===== src/hdl/mtr_pkg.sv =====
package mtr_pkg;

  localparam int unsigned STATE_WORDS = 624;
  localparam int unsigned SHIFT_WORDS = 397;
  localparam int unsigned AddrW       = 10;

  localparam logic [31:0] TWIST_MATRIX = 32'h9908b0df;
  localparam logic [31:0] INIT_MULT    = 32'd1812433253;
  localparam logic [31:0] SEED_RESET   = 32'd5489;
  localparam logic [31:0] TEMPER_B     = 32'h9d2c5680;
  localparam logic [31:0] TEMPER_C     = 32'hefc60000;
  localparam logic [31:0] UPPER_MASK   = 32'h80000000;
  localparam logic [31:0] LOWER_MASK   = 32'h7fffffff;

  localparam logic [AddrW-1:0] LAST_ADDR  = AddrW'(STATE_WORDS - 1);
  localparam logic [AddrW-1:0] USED_UP    = AddrW'(STATE_WORDS);
  localparam logic [AddrW-1:0] SHIFT_ADDR = AddrW'(SHIFT_WORDS);
  localparam logic [AddrW-1:0] WRAP_ADDR  = AddrW'(STATE_WORDS);

  typedef enum logic [3:0] {
    ST_FILL_WR,
    ST_FILL_MUL,
    ST_IDLE,
    ST_TW_PRIME,
    ST_TW_CACHE,
    ST_TW_LOAD,
    ST_TW_CALC,
    ST_RD,
    ST_TEMPER,
    ST_DIV,
    ST_DONE
  } mtr_state_e;

  typedef struct packed {
    logic        start;
    logic [31:0] dividend;
    logic [31:0] divisor;
  } mod_req_t;

  typedef struct packed {
    logic        done;
    logic [31:0] rem;
  } mod_rsp_t;

  function automatic logic [31:0] temper(input logic [31:0] raw);
    logic [31:0] t;
    t = raw;
    t = t ^ (t >> 11);
    t = t ^ ((t << 7) & TEMPER_B);
    t = t ^ ((t << 15) & TEMPER_C);
    t = t ^ (t >> 18);
    return t;
  endfunction

endpackage


===== src/hdl/mtr_mod_unit.sv =====
module mtr_mod_unit (
  input  logic              clk_i,
  input  logic              rst_ni,
  input  mtr_pkg::mod_req_t req_i,
  output mtr_pkg::mod_rsp_t rsp_o
);

  logic        busy_q, busy_d;
  logic        done_q, done_d;
  logic [4:0]  cnt_q, cnt_d;
  logic [31:0] dvd_q, dvd_d;
  logic [31:0] dvs_q, dvs_d;
  logic [31:0] rem_q, rem_d;
  logic [32:0] trial;

  always_comb begin
    trial  = {rem_q, dvd_q[31]};
    busy_d = busy_q;
    done_d = 1'b0;
    cnt_d  = cnt_q;
    dvd_d  = dvd_q;
    dvs_d  = dvs_q;
    rem_d  = rem_q;
    if (req_i.start) begin
      busy_d = 1'b1;
      cnt_d  = 5'd31;
      dvd_d  = req_i.dividend;
      dvs_d  = req_i.divisor;
      rem_d  = '0;
    end else if (busy_q) begin
      if (trial >= {1'b0, dvs_q}) begin
        rem_d = 32'(trial - {1'b0, dvs_q});
      end else begin
        rem_d = trial[31:0];
      end
      dvd_d = {dvd_q[30:0], 1'b0};
      cnt_d = cnt_q - 5'd1;
      if (cnt_q == 5'd0) begin
        busy_d = 1'b0;
        done_d = 1'b1;
      end
    end
  end

  always_ff @(posedge clk_i or negedge rst_ni) begin
    if (!rst_ni) begin
      busy_q <= 1'b0;
      done_q <= 1'b0;
      cnt_q  <= '0;
    end else begin
      busy_q <= busy_d;
      done_q <= done_d;
      cnt_q  <= cnt_d;
    end
  end

  always_ff @(posedge clk_i) begin
    dvd_q <= dvd_d;
    dvs_q <= dvs_d;
    rem_q <= rem_d;
  end

  assign rsp_o.done = done_q;
  assign rsp_o.rem  = rem_q;

endmodule


===== config.mk =====
export PLATFORM = sky130hd
export DESIGN_NAME = mtr_mod_unit
export DESIGN_NICKNAME = d
export VERILOG_FILES = /design/src/hdl/mtr_pkg.sv /design/src/hdl/mtr_mod_unit.sv
export SDC_FILE = /design/constraint.sdc
export NUM_CORES = 1
export LEC_CHECK = 0
export BUFFER_PORTS_ARGS = -buffer_cell sky130_fd_sc_hd__buf_2
export CORE_UTILIZATION = 55
export DETAILED_ROUTE_END_ITERATION = 8
export PLACE_DENSITY = 0.83
export SLEW_MARGIN = 15
export SYNTH_ARGS = -nofsm -noshare
export SYNTH_HDL_FRONTEND = slang
export SYNTH_SLANG_ARGS = --single-unit
export TNS_END_PERCENT = 10

===== constraint.sdc =====
create_clock -name clk_i -period 6.15 [get_ports clk_i]
set_input_delay 1.23 -clock clk_i [delete_from_list [all_inputs] [get_ports clk_i]]
set_output_delay 1.23 -clock clk_i [all_outputs]
set_load 0.01 [all_outputs]

==> Implementation_results.wiki <==
{| class="wikitable"
! Metric !! Value
|-
| Slowest cell on the critical path || sky130_fd_sc_hd__nor2_2
|-
| Vias in the first global route || 4649
|-
| Area share of the leading cell type in the synthesized netlist || 32.1%
|-
| Max Buffers Root-to-Sink || 2
|-
| Combinational family with the most area after synthesis || compound AO/OA/AOI/OAI gates
|-
| PD cells || 205 nW/µm²
|-
| Largest area contributor in the synthesized netlist || sky130_fd_sc_hd__edfxtp_1
|-
| Final worst-path setup slack || 2.90 ns
|-
| Commonest cells in the synthesized netlist || sky130_fd_sc_hd__edfxtp_1 (64), sky130_fd_sc_hd__nand2_1 (61), sky130_fd_sc_hd__inv_1 (46)
|-
| Crit Path Category || register to register
|-
| Post-layout minimum cycle time || 3.25 ns
|-
| Num CTS Buffers || 9
|-
| Fraction of final layout cells with drive strength greater than 1 || 24.2%
|-
| DRT antenna net count || 0
|-
| Endpoint kind of the worst setup timing path || register
|-
| Post-Synth Adder-Cell Area || 7.45%
|-
| MaxCap Viol Count || 0
|-
| First-pass GRT wire length || 22200 µm
|-
| Drt total wl || 13600 µm
|-
| Leak pwr || 0.00288 µW
|-
| Synth area leaders || sky130_fd_sc_hd__edfxtp_1 (32%), sky130_fd_sc_hd__dfxtp_1 (11%), sky130_fd_sc_hd__ha_1 (7.1%)
|-
| Mux share of post-synthesis cell area || 7.17%
|-
| Worst slew margin relative to its limit || 28.6%
|-
| Count of endpoints failing hold in the final timing report || 0
|-
| Startpoint Class || register
|-
| WP data required || 6.45 ns
|-
| Unique cell type count in the Yosys netlist || 64
|-
| Final weighted congestion of routability-driven global placement || 0.920
|-
| TritonCTS clock tree || built
|-
| Final total negative setup slack || 0 ns
|-
| DPL Wire Length || 9890 µm
|-
| Buffer count from post-CTS setup fixing || 0
|-
| Final clock skew || 0.0128 ns
|-
| Clock transition at the registers of the reported paths || 0.10 ns
|-
| Slew at the pin closest to its max-slew limit || 1.07 ns
|-
| Number of logic stages on the critical path including buffering || 11
|-
| Number of setup violations in the final report || 0
|-
| Die span in y || 106 µm
|-
| Pin count of the biggest net entering global routing || 55
|-
| Post-Syn Area per Cell || 10.2 µm²
|-
| Critical path peak fanout || 13
|-
| Post-cts hold buffer count || 0
|-
| Footprint of the multi-input gates || 2920 µm²
|-
| Clk Tree Root Cell || sky130_fd_sc_hd__clkbuf_8
|-
| Initial core utilization || 57.4%
|-
| Site Rows || 37
|-
| Leading register cell type out of synthesis || sky130_fd_sc_hd__edfxtp_1
|-
| Synthesized flop and latch total || 103
|-
| Number of antenna violations at the first check in global routing || 0
|-
| Total GRT Usage || 25.3%
|-
| Synth Area in Compound Gates || 16.5%
|-
| Run status || finished, final reports clean
|-
| Routed length per placed instance || 16.7 µm
|-
| Number of pins with negative max-slew slack in the final report || 0
|-
| M1 GR Usage || 32.5%
|-
| Fill cell instance count of the final layout || 864
|-
| Initial DRC Count || 359
|-
| Number of buffers added on ports || 99
|-
| Final Cycle Share || 52.9%
|-
| Yosys warns || 0
|-
| XOR/XNOR Fraction of Synth Area || 4.10%
|-
| I/O pin total || 100
|-
| Top-count cell post-synth || sky130_fd_sc_hd__edfxtp_1
|-
| Top Usage Layer GRT || met2
|-
| Timing-limited maximum frequency || 307 MHz
|-
| Met2 GRT Util || 40.6%
|-
| Power after layout || 1380 µW
|-
| Post-synthesis simple-gate area fraction || 13.6%
|-
| Number of iterations in the first detailed-routing pass || 5
|-
| Peak supply drop || 0.000209 V
|-
| Min-Delay Path Class || register to register
|-
| Kind of cell adding the most delay to the critical path || compound AO/OA/AOI/OAI gates
|-
| Mapped cell area || 5980 µm²
|-
| Antenna diode count || 0
|-
| Critical path, cell by cell || inv_1 -> ha_1 -> nand2b_1 -> a211o_1 -> a31o_2 -> o21ai_4 -> a211oi_4 -> nor2_2 -> buf_4 -> nand2_1 -> o211ai_1
|-
| Synthesized Nets || 691
|-
| Number of enable-type register cells in the synthesized netlist || 64
|-
| TritonCTS Sinks || 103
|-
| Area grow syn2layout || 12.3%
|-
| Share of synthesized registers carrying an async set or reset || 6.80%
|-
| Worst path bufs/invs || 2
|-
| Insertion delay to the later sink of the worst-skew pair || 0.39 ns
|-
| Global Route met3 Usage || 6.56%
|-
| Worst Setup Slack post-DPL || 2.76 ns
|-
| Synth Instances || 589
|-
| Detailed-route via count || 4756
|-
| Die Width || 106 µm
|-
| Area of the die || 11300 µm²
|-
| Per-cell via count in the routed design || 5.84
|-
| GRT Residual Overflow || 0
|-
| Smallest hold slack || 0.487 ns
|-
| Number of gates resized after cts || 0
|-
| Depth of the most critical reg-to-reg path || 11
|-
| CORE AREA || 10400 µm²
|-
| Data arrival at the endpoint of the critical path || 3.56 ns
|-
| RSZ-0062 raised after global routing || no
|-
| WHS Path Cells || 2
|-
| Sequential Area || 2740 µm²
|-
| Net count, final || 776
|-
| Sequential area share after synthesis || 45.8%
|-
| Biggest cell delay along the critical path || 0.45 ns
|-
| Htree depth || 3
|-
| DRC viols || 0
|}
[kinds of logic (layout without fill, tap and decap cells)]
| family | after synthesis | count (layout) |
|---|---|---|
| DFF | 103 | 103 |
| xor gates and xnor gates | 28 | 28 |
| buffers and inverters | 75 | 165 |
| AOI/OAI and AO/OA | 138 | 138 |
| and+or+nand+nor | 171 | 171 |
| muxes | 39 | 39 |
| adders and majority gates | 35 | 35 |
[layer usage]
| metal | wire, µm | vias to the layer above |
|---|---|---|
| met3 | 945 | 36 |
| li1 | - | 2304 |
| met2 | 6380 | 193 |
| met5 | 0 | - |
| met4 | 316 | 0 |
| met1 | 5990 | 2223 |
[power by group]
part / internal (µW) / switching, µW
clock: 156 / 252
sequential: 779 / 15.3
combinational: 78.8 / 95.6
[registers in the layout, summed over array words and instances (netlist names)]
register and cells:
dvs_q 32, dvd_q 32, busy_q 1, done_q 1
rem_q 32, cnt_q 5
[cell usage in the layout, fill, tap and decap left out, drive strengths merged, types with 3 or more instances in the layout]
cell,instances
buf,103
edfxtp,64
nand2,61
inv,50
a21oi,40
nor2,40
ha,34
dfxtp,32
mux2,31
o21ai,28
xnor2,22
nand3,18
a21o,10
nor3,10
o211ai,10
a311oi,10
clkbuf,9
nand2b,8
nand4,8
mux2i,8
nand4b,7
dfrtp,7
o31ai,6
xor2,6
a211oi,6
o21bai,5
nor2b,4
a211o,3
and3,3
a32oi,3
[metrics by stage]
step / util, % / instances / cell area, µm²
2_1_floorplan: - / 589 / 5980
3_3_place_gp: 62.7 / 799 / 6530
3_5_place_dp: 62.7 / 799 / 6530
4_1_cts: 64.5 / 815 / 6720
5_1_grt: 64.5 / 815 / 6720
6_report: 64.5 / 815 / 6720
[worst register-to-register path: cells and delay by family, from the launching register on]
kind            cells  cell delay, ns
flops               1            0.43
fa+ha+maj           1            0.21
simple gates        3            0.90
buf+inv             2            0.40
compound gates      5            1.24
[path summary, 6_finish.rpt]
kind | startpoint | end | slack [ns]
setup / recovery | dvd_q[31] | rem_q[28] | 2.90
hold / removal | rem_q[18] | rem_q[18] | 0.49
setup reg to reg | dvd_q[31] | rem_q[28] | 2.90
hold reg to reg | rem_q[18] | rem_q[18] | 0.49
max in group asynchronous | rst_ni | cnt_q[3] | 5.33
min in group asynchronous | rst_ni | cnt_q[0] | 0.66
[final cells by class]
class | instances | area share, %
clock inverters | 7 | 0.913
flip-flops and latches | 103 | 40.8
multi-input cells | 411 | 43.5
inverters | 46 | 2.57
clock buffers | 9 | 1.84
repair buffers | 103 | 7.86
well taps | 136 | 2.53
No activity file was read; power rests on OpenSTA's default activity.
